**src/rtl/core/comb_sort_with_swap_count_defines.svh**
```systemverilog
// Assertion macros shared by the comb sort RTL.
`ifndef COMB_SORT_WITH_SWAP_COUNT_DEFINES_SVH
`define COMB_SORT_WITH_SWAP_COUNT_DEFINES_SVH

// Same-cycle implication, disabled while reset is asserted.
`define CSWC_ASSERT_IMPL(label, clk, rst_n, ante, cons) \
	label: assert property (@(posedge clk) disable iff (!(rst_n)) (ante) |-> (cons)) \
		else $error("cswc assertion failed");

// Next-cycle implication, disabled while reset is asserted.
`define CSWC_ASSERT_NEXT(label, clk, rst_n, ante, cons) \
	label: assert property (@(posedge clk) disable iff (!(rst_n)) (ante) |=> (cons)) \
		else $error("cswc assertion failed");

`endif

```
**src/rtl/core/cswc_pkg.sv**
```systemverilog
// Shared types and constants of the comb sort block.
`default_nettype none

package cswc_pkg;

	localparam int unsigned DATA_W    = 32;
	localparam int unsigned SWAP_W    = 16;
	// gap*10/13 is taken as (gap * 50420) >> 16, exact for gaps up to 64
	localparam int unsigned GAP_MUL   = 50420;
	localparam int unsigned GAP_SHIFT = 16;

	typedef enum logic [2:0] {
		TOP_LOAD,
		TOP_SORT,
		TOP_EMIT_RD,
		TOP_EMIT_LD,
		TOP_EMIT_WAIT
	} top_state_t;

	typedef enum logic [2:0] {
		SRT_IDLE,
		SRT_GAP,
		SRT_RD,
		SRT_CMP,
		SRT_WR2,
		SRT_DONE
	} sort_state_t;

	typedef struct packed {
		logic busy;
		logic done;
	} sort_status_t;

endpackage

`default_nettype wire

```
**src/rtl/core/cswc_if.sv**
```systemverilog
// Stream interfaces for the input elements and the sorted results.
`default_nettype none

interface cswc_in_if;
	logic                      valid;
	logic                      ready;
	logic signed [31:0]        value;
	logic                      last;

	modport source (output valid, value, last, input ready);
	modport sink   (input valid, value, last, output ready);
endinterface

interface cswc_out_if;
	logic                      valid;
	logic                      ready;
	logic signed [31:0]        sorted_value;
	logic                      final_res;
	logic [15:0]               swap_total;

	modport source (output valid, sorted_value, final_res, swap_total, input ready);
	modport sink   (input valid, sorted_value, final_res, swap_total, output ready);
endinterface

`default_nettype wire

```
**src/rtl/core/cswc_ram.sv**
```systemverilog
// Generic RAM: one write port, two registered read ports.
`default_nettype none

module cswc_ram #(
	parameter int unsigned WIDTH = 32,
	parameter int unsigned DEPTH = 32
) (
	input  wire logic                     clk,
	input  wire logic                     we,
	input  wire logic [$clog2(DEPTH)-1:0] waddr,
	input  wire logic [WIDTH-1:0]         wdata,
	input  wire logic [$clog2(DEPTH)-1:0] raddr_a,
	input  wire logic [$clog2(DEPTH)-1:0] raddr_b,
	output logic      [WIDTH-1:0]         rdata_a,
	output logic      [WIDTH-1:0]         rdata_b
);

	logic [WIDTH-1:0] mem_q [DEPTH];

	always_ff @(posedge clk) begin
		if (we) begin
			mem_q[waddr] <= wdata;
		end
		rdata_a <= mem_q[raddr_a];
		rdata_b <= mem_q[raddr_b];
	end

endmodule

`default_nettype wire

```
**src/rtl/core/cswc_sorter.sv**
```systemverilog
// Comb sort sequencer: walks the store pass by pass, compares and swaps in place.
`default_nettype none

module cswc_sorter #(
	parameter int unsigned MAX_ITEMS = 32
) (
	input  wire logic                           clk,
	input  wire logic                           arst_n,
	input  wire logic                           start,
	input  wire logic [$clog2(MAX_ITEMS+1)-1:0] n,
	output cswc_pkg::sort_status_t              status,
	output logic [cswc_pkg::SWAP_W-1:0]         swaps,
	output logic                                we,
	output logic [$clog2(MAX_ITEMS)-1:0]        waddr,
	output logic [cswc_pkg::DATA_W-1:0]         wdata,
	output logic [$clog2(MAX_ITEMS)-1:0]        raddr_a,
	output logic [$clog2(MAX_ITEMS)-1:0]        raddr_b,
	input  wire logic [cswc_pkg::DATA_W-1:0]    rdata_a,
	input  wire logic [cswc_pkg::DATA_W-1:0]    rdata_b
);

	localparam int unsigned IW = $clog2(MAX_ITEMS);
	localparam int unsigned CW = $clog2(MAX_ITEMS + 1);
	localparam int unsigned PW = CW + cswc_pkg::GAP_SHIFT;

	cswc_pkg::sort_state_t state_q, state_d;

	logic [CW-1:0]               gap_q;
	logic [IW-1:0]               i_q;
	logic                        swapped_q;
	logic [cswc_pkg::SWAP_W-1:0] swaps_q;
	logic [cswc_pkg::DATA_W-1:0] hold_q;

	logic [PW-1:0] gap_prod;
	logic [CW-1:0] gap_quo;
	logic [CW-1:0] gap_new;
	logic [CW:0]   pair_sum;
	logic          last_pair;
	logic          do_swap;
	logic          pass_done;

	// shrink the gap by 10/13 and floor it at 1
	assign gap_prod = PW'(gap_q) * PW'(cswc_pkg::GAP_MUL);
	assign gap_quo  = gap_prod[PW-1:cswc_pkg::GAP_SHIFT];
	assign gap_new  = (gap_quo == '0) ? CW'(1) : gap_quo;

	assign pair_sum  = (CW+1)'(i_q) + (CW+1)'(gap_q);
	assign last_pair = (pair_sum + (CW+1)'(1)) >= (CW+1)'(n);
	assign do_swap   = $signed(rdata_a) > $signed(rdata_b);
	assign pass_done = (gap_q == CW'(1)) && !swapped_q;

	always_comb begin
		state_d = state_q;
		unique case (state_q)
			cswc_pkg::SRT_IDLE: begin
				if (start) begin
					state_d = cswc_pkg::SRT_GAP;
				end
			end
			cswc_pkg::SRT_GAP: begin
				if (CW'(gap_new) < n) begin
					state_d = cswc_pkg::SRT_RD;
				end else if (gap_new == CW'(1)) begin
					state_d = cswc_pkg::SRT_DONE;
				end else begin
					state_d = cswc_pkg::SRT_GAP;
				end
			end
			cswc_pkg::SRT_RD: begin
				state_d = cswc_pkg::SRT_CMP;
			end
			cswc_pkg::SRT_CMP: begin
				if (do_swap) begin
					state_d = cswc_pkg::SRT_WR2;
				end else if (!last_pair) begin
					state_d = cswc_pkg::SRT_RD;
				end else if (pass_done) begin
					state_d = cswc_pkg::SRT_DONE;
				end else begin
					state_d = cswc_pkg::SRT_GAP;
				end
			end
			cswc_pkg::SRT_WR2: begin
				state_d = last_pair ? cswc_pkg::SRT_GAP : cswc_pkg::SRT_RD;
			end
			cswc_pkg::SRT_DONE: begin
				state_d = cswc_pkg::SRT_IDLE;
			end
			default: begin
				state_d = cswc_pkg::SRT_IDLE;
			end
		endcase
	end

	always_comb begin
		we      = 1'b0;
		waddr   = i_q;
		wdata   = rdata_b;
		raddr_a = i_q;
		raddr_b = pair_sum[IW-1:0];
		unique case (state_q)
			cswc_pkg::SRT_CMP: begin
				we = do_swap;
			end
			cswc_pkg::SRT_WR2: begin
				we    = 1'b1;
				waddr = pair_sum[IW-1:0];
				wdata = hold_q;
			end
			default: begin
				we = 1'b0;
			end
		endcase
		status.busy = (state_q != cswc_pkg::SRT_IDLE);
		status.done = (state_q == cswc_pkg::SRT_DONE);
		swaps       = swaps_q;
	end

	always_ff @(posedge clk or negedge arst_n) begin
		if (!arst_n) begin
			state_q   <= cswc_pkg::SRT_IDLE;
			gap_q     <= '0;
			i_q       <= '0;
			swapped_q <= 1'b0;
			swaps_q   <= '0;
		end else begin
			state_q <= state_d;
			unique case (state_q)
				cswc_pkg::SRT_IDLE: begin
					if (start) begin
						gap_q   <= n;
						swaps_q <= '0;
					end
				end
				cswc_pkg::SRT_GAP: begin
					gap_q     <= gap_new;
					i_q       <= '0;
					swapped_q <= 1'b0;
				end
				cswc_pkg::SRT_CMP: begin
					if (do_swap) begin
						swapped_q <= 1'b1;
						if (swaps_q != '1) begin
							swaps_q <= swaps_q + 1'b1;
						end
					end else if (!last_pair) begin
						i_q <= i_q + 1'b1;
					end
				end
				cswc_pkg::SRT_WR2: begin
					if (!last_pair) begin
						i_q <= i_q + 1'b1;
					end
				end
				cswc_pkg::SRT_DONE: begin
					gap_q     <= '0;
					swapped_q <= 1'b0;
				end
				default: begin
					i_q <= i_q;
				end
			endcase
		end
	end

	always_ff @(posedge clk) begin
		if (state_q == cswc_pkg::SRT_CMP) begin
			hold_q <= rdata_a;
		end
	end

endmodule

`default_nettype wire

```
**src/rtl/core/comb_sort_with_swap_count.sv**
```systemverilog
// Comb sort with swap count: load, sort in a RAM, emit the sorted burst.
// Load: one request per cycle while loading; a last-marked one starts the sort.
// Sort: a start state, then per pass a gap update, a read and a compare per
// pair, a second write per swapped pair, and a done state after the final pass.
// Emit: a read, a load and a wait for acceptance per result; one set at a time.
// Reset clears all control state; the element RAM is not cleared and holds
// garbage until loaded (only loaded entries are ever read).
`default_nettype none
`include "comb_sort_with_swap_count_defines.svh"

module comb_sort_with_swap_count #(
	parameter int unsigned MAX_ITEMS = 32
) (
	input  wire logic   clk,
	input  wire logic   arst_n,
	cswc_in_if.sink     elem,
	cswc_out_if.source  res
);

	localparam int unsigned IW = $clog2(MAX_ITEMS);
	localparam int unsigned CW = $clog2(MAX_ITEMS + 1);

	cswc_pkg::top_state_t state_q, state_d;

	// element count of the current set and emit index
	logic [CW-1:0] count_q;
	logic [IW-1:0] k_q;

	// output register
	logic                        res_valid_q;
	logic [cswc_pkg::DATA_W-1:0] res_value_q;
	logic                        res_final_q;
	logic [cswc_pkg::SWAP_W-1:0] res_swaps_q;

	logic elem_acc;
	logic res_acc;
	logic sort_start;
	logic emit_final;

	cswc_pkg::sort_status_t       sort_st;
	logic [cswc_pkg::SWAP_W-1:0]  sort_swaps;
	logic                         srt_we;
	logic [IW-1:0]                srt_waddr;
	logic [cswc_pkg::DATA_W-1:0]  srt_wdata;
	logic [IW-1:0]                srt_raddr_a;
	logic [IW-1:0]                srt_raddr_b;

	// RAM port, muxed between load/emit and the sorter
	logic                        ram_we;
	logic [IW-1:0]               ram_waddr;
	logic [cswc_pkg::DATA_W-1:0] ram_wdata;
	logic [IW-1:0]               ram_raddr_a;
	logic [IW-1:0]               ram_raddr_b;
	logic [cswc_pkg::DATA_W-1:0] ram_rdata_a;
	logic [cswc_pkg::DATA_W-1:0] ram_rdata_b;

	assign elem_acc   = elem.valid && elem.ready;
	assign res_acc    = res.valid && res.ready;
	assign emit_final = (CW'(k_q) + CW'(1)) == count_q;

	cswc_ram #(
		.WIDTH (cswc_pkg::DATA_W),
		.DEPTH (MAX_ITEMS)
	) u_store (
		.clk     (clk),
		.we      (ram_we),
		.waddr   (ram_waddr),
		.wdata   (ram_wdata),
		.raddr_a (ram_raddr_a),
		.raddr_b (ram_raddr_b),
		.rdata_a (ram_rdata_a),
		.rdata_b (ram_rdata_b)
	);

	cswc_sorter #(
		.MAX_ITEMS (MAX_ITEMS)
	) u_sorter (
		.clk     (clk),
		.arst_n  (arst_n),
		.start   (sort_start),
		.n       (count_q),
		.status  (sort_st),
		.swaps   (sort_swaps),
		.we      (srt_we),
		.waddr   (srt_waddr),
		.wdata   (srt_wdata),
		.raddr_a (srt_raddr_a),
		.raddr_b (srt_raddr_b),
		.rdata_a (ram_rdata_a),
		.rdata_b (ram_rdata_b)
	);

	// next state
	always_comb begin
		state_d = state_q;
		unique case (state_q)
			cswc_pkg::TOP_LOAD: begin
				if (elem_acc && elem.last) begin
					state_d = cswc_pkg::TOP_SORT;
				end
			end
			cswc_pkg::TOP_SORT: begin
				if (sort_st.done) begin
					state_d = cswc_pkg::TOP_EMIT_RD;
				end
			end
			cswc_pkg::TOP_EMIT_RD: begin
				state_d = cswc_pkg::TOP_EMIT_LD;
			end
			cswc_pkg::TOP_EMIT_LD: begin
				state_d = cswc_pkg::TOP_EMIT_WAIT;
			end
			cswc_pkg::TOP_EMIT_WAIT: begin
				if (res_acc) begin
					state_d = res_final_q ? cswc_pkg::TOP_LOAD : cswc_pkg::TOP_EMIT_RD;
				end
			end
			default: begin
				state_d = cswc_pkg::TOP_LOAD;
			end
		endcase
	end

	// outputs: handshake and RAM port selection
	always_comb begin
		elem.ready  = (state_q == cswc_pkg::TOP_LOAD);
		sort_start  = 1'b0;
		ram_we      = 1'b0;
		ram_waddr   = count_q[IW-1:0];
		ram_wdata   = elem.value;
		ram_raddr_a = k_q;
		ram_raddr_b = k_q;
		unique case (state_q)
			cswc_pkg::TOP_LOAD: begin
				// drop values once the store is full
				ram_we = elem_acc && (count_q < CW'(MAX_ITEMS));
			end
			cswc_pkg::TOP_SORT: begin
				// start once the count includes the request marked last
				sort_start  = !sort_st.busy;
				ram_we      = srt_we;
				ram_waddr   = srt_waddr;
				ram_wdata   = srt_wdata;
				ram_raddr_a = srt_raddr_a;
				ram_raddr_b = srt_raddr_b;
			end
			default: begin
				ram_we = 1'b0;
			end
		endcase
	end

	always_ff @(posedge clk or negedge arst_n) begin
		if (!arst_n) begin
			state_q     <= cswc_pkg::TOP_LOAD;
			count_q     <= '0;
			k_q         <= '0;
			res_valid_q <= 1'b0;
		end else begin
			state_q <= state_d;
			unique case (state_q)
				cswc_pkg::TOP_LOAD: begin
					if (elem_acc && (count_q < CW'(MAX_ITEMS))) begin
						count_q <= count_q + 1'b1;
					end
					k_q <= '0;
				end
				cswc_pkg::TOP_EMIT_LD: begin
					res_valid_q <= 1'b1;
				end
				cswc_pkg::TOP_EMIT_WAIT: begin
					if (res_acc) begin
						res_valid_q <= 1'b0;
						if (res_final_q) begin
							// burst finished: start a new set
							count_q <= '0;
						end else begin
							k_q <= k_q + 1'b1;
						end
					end
				end
				default: begin
					k_q <= k_q;
				end
			endcase
		end
	end

	// result payload, loaded from the RAM read register
	always_ff @(posedge clk) begin
		if (state_q == cswc_pkg::TOP_EMIT_LD) begin
			res_value_q <= ram_rdata_a;
			res_final_q <= emit_final;
			res_swaps_q <= sort_swaps;
		end
	end

	assign res.valid        = res_valid_q;
	assign res.sorted_value = res_value_q;
	assign res.final_res    = res_final_q;
	assign res.swap_total   = res_swaps_q;

	`CSWC_ASSERT_IMPL(a_load_while_idle, clk, arst_n, elem.ready, !sort_st.busy)
	`CSWC_ASSERT_IMPL(a_valid_in_wait, clk, arst_n, res.valid, state_q == cswc_pkg::TOP_EMIT_WAIT)
	`CSWC_ASSERT_NEXT(a_start_busy, clk, arst_n, sort_start, sort_st.busy)
	`CSWC_ASSERT_IMPL(a_count_bound, clk, arst_n, 1'b1, count_q <= CW'(MAX_ITEMS))
	`CSWC_ASSERT_NEXT(a_final_reload, clk, arst_n, res_acc && res.final_res,
		state_q == cswc_pkg::TOP_LOAD && count_q == '0)

endmodule

`default_nettype wire
```
**src/flat_wrapper.sv**
```systemverilog
// flat-port wrapper written by rule: the top's interface ports become plain ports
module comb_sort_with_swap_count_flat 
#(
	parameter int unsigned MAX_ITEMS = 32
)
  (clk, arst_n, elem_valid, elem_value, elem_last, elem_ready, res_valid, res_sorted_value, res_final_res, res_swap_total, res_ready);
  cswc_in_if elem_i ();
  cswc_out_if res_i ();
  input  wire logic clk;
  input  wire logic arst_n;
  input wire logic [$bits(elem_i.valid)-1:0] elem_valid;
  input wire logic [$bits(elem_i.value)-1:0] elem_value;
  input wire logic [$bits(elem_i.last)-1:0] elem_last;
  output wire logic [$bits(elem_i.ready)-1:0] elem_ready;
  output wire logic [$bits(res_i.valid)-1:0] res_valid;
  output wire logic [$bits(res_i.sorted_value)-1:0] res_sorted_value;
  output wire logic [$bits(res_i.final_res)-1:0] res_final_res;
  output wire logic [$bits(res_i.swap_total)-1:0] res_swap_total;
  input wire logic [$bits(res_i.ready)-1:0] res_ready;
  assign elem_i.valid = elem_valid;
  assign elem_i.value = elem_value;
  assign elem_i.last = elem_last;
  assign elem_ready = elem_i.ready;
  assign res_valid = res_i.valid;
  assign res_sorted_value = res_i.sorted_value;
  assign res_final_res = res_i.final_res;
  assign res_swap_total = res_i.swap_total;
  assign res_i.ready = res_ready;
  comb_sort_with_swap_count #(.MAX_ITEMS(MAX_ITEMS)) u_core (.clk(clk), .arst_n(arst_n), .elem(elem_i), .res(res_i));
endmodule
```
**config.mk**
```make
export PLATFORM = sky130hd
export DESIGN_NAME = comb_sort_with_swap_count_flat
export DESIGN_NICKNAME = d
export VERILOG_FILES = /design/src/rtl/core/cswc_pkg.sv /design/src/rtl/core/cswc_if.sv /design/src/rtl/core/cswc_ram.sv /design/src/rtl/core/cswc_sorter.sv /design/src/rtl/core/comb_sort_with_swap_count.sv /design/src/flat_wrapper.sv
export VERILOG_INCLUDE_DIRS = /design/src /design/src/rtl/core
export SDC_FILE = /design/constraint.sdc
export NUM_CORES = 2
export LEC_CHECK = 0
export BUFFER_PORTS_ARGS = -buffer_cell sky130_fd_sc_hd__buf_2
export CORE_ASPECT_RATIO = 0.9
export CORE_UTILIZATION = 50
export CTS_CLUSTER_DIAMETER = 50
export DETAILED_ROUTE_END_ITERATION = 12
export PLACE_DENSITY = 0.68
export RECOVER_POWER = 100
export SKIP_LAST_GASP = 1
export SLEW_MARGIN = 25
export SYNTH_ARGS = -nofsm -noshare
export SYNTH_HDL_FRONTEND = slang
export SYNTH_SLANG_ARGS = --single-unit
```
**constraint.sdc**
```tcl
create_clock -name clk -period 5 [get_ports clk]
set_input_delay 1.5 -clock clk [delete_from_list [all_inputs] [get_ports clk]]
set_output_delay 1.5 -clock clk [all_outputs]
set_load 0.02 [all_outputs]
```
==> summary.md <==
| Metric | Value |
|---|---|
| Crit Path Class | flip-flop to flip-flop |
| Clock Power Share | 0.216 |
| Sequential Power Share | 0.320 |
| Synth top area share | 0.578 |
| Die Y | around 320 um |
| Vias in the first global route | between 30000 and 40000 |
| EDFF count, synth | between 1000 and 1500 |
| Maximum fanout along the worst path | 40 |
| Post-layout util | 0.573 |
| # setup viols final | 0 |
| Worst setup EP type | flip-flop |
| Die width | 359 um |
| Unique masters post-synth | 67 |
| Drt pass-1 iters | 5 |
| Detailed-route via count | 34800 |
| Fraction of layout cells with a size suffix above 1 | 0.278 |
| Max-cap violations | 16 |
| Final nets | 3800 |
| Final worst-path cycle share | 0.944 |
| # port buffers | 87 |
| Root Driver | clkbuf_16 |
| Int Pwr | just under 30 mW |
| Total Wirelength | 160000 um |
| Tot GR Track Use | 0.278 |
| Switching pwr | ~17 mW |
| Initial antenna violation count | 5 |
| Synth-to-layout area growth | 13.2% |
| Worst slew pin tran | slightly above 3000 ps |
| CTS buffer count | 136 |
| Worst vdd ir | ~0.00054 V |
| Largest net degree at the start of global routing | roughly 100 |
| Pleak | 22.4 nW |
| Post-Layout Inst Area | around 65000 sq um |
| Outcome | complete, but fails checks |
| Synth Flop Type | edfxtp_1 |
| Std cell rows | 117 |
| Async set-or-reset flop fraction in the synthesized netlist | 0.0379 |
| YS warnings | 0 |
| Post-route clock skew | approximately 29 ps |
| Syn_nets | approximately 3600 |
| Final worst path period need | ~4700 ps |
| Fin Hold WS | 471 ps |
| Count leader, synth | edfxtp_1 |
| Placed insts | approximately 5000 |
| Setup TNS | 0 ps |
| Post-synth top area cell | edfxtp_1 |
| Filler cell count in the final layout | 8616 |
| GRT overflow | 0 |
| Largest cells by area after synthesis | edfxtp_1, mux4_2, nand2_1 |
| Hold/Removal Path Class | flip-flop to flip-flop |
| Synth Register Bits | 1215 |
| Top cells by count, synth | edfxtp_1, mux4_2, nand2_1, nand3_1, clkbuf_1 |
| RSZ-0062 raised after global routing | false |
| Cell Area, Synth | between 50000 and 60000 sq um |
| Final Slew Violations | between 500 and 600 |
| Routed wire length per instance | about 30 um |
| Mapped Avg Cell Area | approximately 16 sq um |
| Hold Violations, Final | 0 |
| Switching share of total power | 0.376 |
| Detailed Place HPWL | 97000 um |
| Mapped Cells | about 3500 |
| Sequential area share after synthesis | 0.620 |
| Iteration-0 DRC Markers | 4237 |
| Max Clock Freq | about 210 MHz |
| Clk slew on worst S/H paths | 60 ps |
| Antenna-violating nets left | 0 |
| Worst Path Required | 5370 ps |
| Setup crit start kind | flip-flop |
| CTS Buffer Depth | 3 |
| Pwr Density | 710 nW/um^2 |
| CP arrival | about 5000 ps |
| IO Pins | 88 |
| Final Non-Filler Cells | 5262 |
| Placer Congestion | ~0.88 |
| Core area | 113000 sq um |
| TritonCTS clock tree | done |
| Max_slew headroom | -1.02 |
| Starting Density | 0.506 |
| Vias/cell | 6.62 |
| First-pass GRT wire length | approximately 230000 um |
| DP Area | roughly 61000 sq um |
| Max H-tree Level | 4 |
| R2R Setup Slk | between 200 and 300 ps |
| DIE AREA | 116000 sq um |
| # DRC | 0 |
| Worst skew pair latency | 770 ps |
| Failing checks | capacitance limit, slew limit |
| Clk sink count | around 1200 |
| Combinational share of power | 0.464 |
## what timing repair did
item | CTS | global route
resized for setup | 0 | 2
endpoints found under the setup margin | 0 | 232
hold endpoints to repair | 0 | 0
hold buffers | 0 | 0
buffers inserted | 0 | 0
## final timing paths
path                                             from                           end  depth (start not counted)
min reg2reg                u_core.u_store.rdata_a[12]   u_core.res.sorted_value[12]                          0
min                        u_core.u_store.rdata_a[12]   u_core.res.sorted_value[12]                          0
max                        u_core.u_sorter.state_q[2]  u_core.u_store.mem_q[13][31]                          6
min in group asynchronous                      arst_n             u_core.state_q[2]                          1
max in group asynchronous                      arst_n     u_core.u_sorter.swaps[10]                          2
max reg2reg                u_core.u_sorter.state_q[2]  u_core.u_store.mem_q[13][31]                          6
## per-layer routing
metal | vias up | routed length, um | track usage
li1 | 14400 | - | -
met1 | 18100 | 63900 | 0.389
met2 | 2013 | 75000 | 0.435
met3 | 298 | 16300 | 0.0633
met4 | 2 | 4510 | 0.0930
met5 | - | 9 | 0
## cells in the final DEF, fill, tap and decap left out, types with 8 or more instances in the layout
| master | synthesis | final |
|---|---|---|
| edfxtp_1 | 1105 | 1105 |
| mux4_2 | 512 | 512 |
| nand2_1 | 462 | 459 |
| nand3_1 | 187 | 187 |
| clkbuf_16 | 0 | 144 |
| buf_4 | 49 | 97 |
| clkbuf_1 | 99 | 96 |
| o21ai_0 | 82 | 92 |
| ha_1 | 91 | 91 |
| a21oi_1 | 85 | 80 |
| inv_1 | 71 | 70 |
| nor2_1 | 70 | 70 |
| mux2i_1 | 71 | 70 |
| mux2_2 | 66 | 64 |
| dfxtp_1 | 64 | 64 |
| o21ai_1 | 85 | 61 |
| dfrtp_1 | 46 | 46 |
| o211ai_1 | 41 | 41 |
| buf_12 | 0 | 41 |
| buf_2 | 68 | 34 |
| nor3_2 | 0 | 32 |
| clkinv_1 | 0 | 19 |
| clkbuf_2 | 0 | 19 |
| clkinv_2 | 0 | 16 |
| a21o_1 | 16 | 15 |
| xnor2_1 | 13 | 13 |
| nor3_1 | 45 | 13 |
| o21ai_2 | 0 | 13 |
| and3_1 | 12 | 12 |
| xor2_1 | 11 | 11 |
| fa_1 | 11 | 11 |
| a31oi_1 | 11 | 10 |
| inv_6 | 0 | 10 |
| clkbuf_8 | 0 | 10 |
| nand4_1 | 8 | 8 |
| or3_1 | 8 | 8 |
| bufinv_16 | 0 | 8 |
## critical path: stages (launching register included)
cell and delay (ps):
dfrtp_1 490, inv_1 160, nor3_1 220, clkbuf_1 1170, clkbuf_2 1010, a21oi_1 210, o21ai_2 1030
## registers in the layout (all words and copies together), names as in the netlist
register and cells:
u_core.u_store.mem_q 1024, u_core.res.sorted_value 32, u_core.u_sorter.hold_q 32, u_core.u_store.rdata_a 32
u_core.u_store.rdata_b 32, u_core.res.swap_total 16, u_core.u_sorter.swaps 16, u_core.count_q 6
u_core.u_sorter.gap_q 6, u_core.k_q 5, u_core.u_sorter.raddr_a 5, u_core.state_q 3
u_core.u_sorter.state_q 3, u_core.res.final_res 1, u_core.res.valid 1, u_core.u_sorter.swapped_q 1
## power by group through the flow
stage | logic, mW | clock network (mW) | registers (mW)
5_1_grt | 23.0 | 10.5 | 14.8
3_5_place_dp | 21.6 | 0 | 14.8
4_1_cts | 21.7 | 10.1 | 14.6
6_report | 21.4 | 10.0 | 14.8
2_1_floorplan | 14.9 | 0 | 14.8
3_3_place_gp | 21.4 | 0 | 14.8
## cell type report
class,instances,area (sq um),share of cell area
Tap cell,1487,1860,0.0286
Multi-Input combinational cell,1974,20700,0.318
Sequential cell,1215,35600,0.548
Clock buffer,183,3850,0.0592
Clock inverter,66,627,0.00964
Inverter,71,267,0.00410
Timing Repair Buffer,263,2110,0.0325
Antenna cell,3,7.51,0.000115
## metrics by stage
stage	total power [mW]	setup WS (ps)
global route	48.3	28.9
CTS	46.5	242
detailed placement	36.5	170
global placement	36.2	305
floorplan	29.7	-10.3
finish	46.2	280
## cell families (layout without fill, tap and decap cells)
logic type / after synthesis / count (layout) / synth area share
flip-flops: 1215 / 1215 / 0.620
AND/OR/NAND/NOR: 830 / 830 / 0.0629
multiplexers: 649 / 649 / 0.226
AO/OA/AOI/OAI: 369 / 369 / 0.0379
buffers and inverters: 307 / 583 / 0.0255
adder cells (fa/ha/maj): 102 / 102 / 0.0237
XOR/XNOR: 24 / 24 / 0.00366
other: 0 / 3 / 0
No activity file was read; power rests on OpenSTA's default activity.
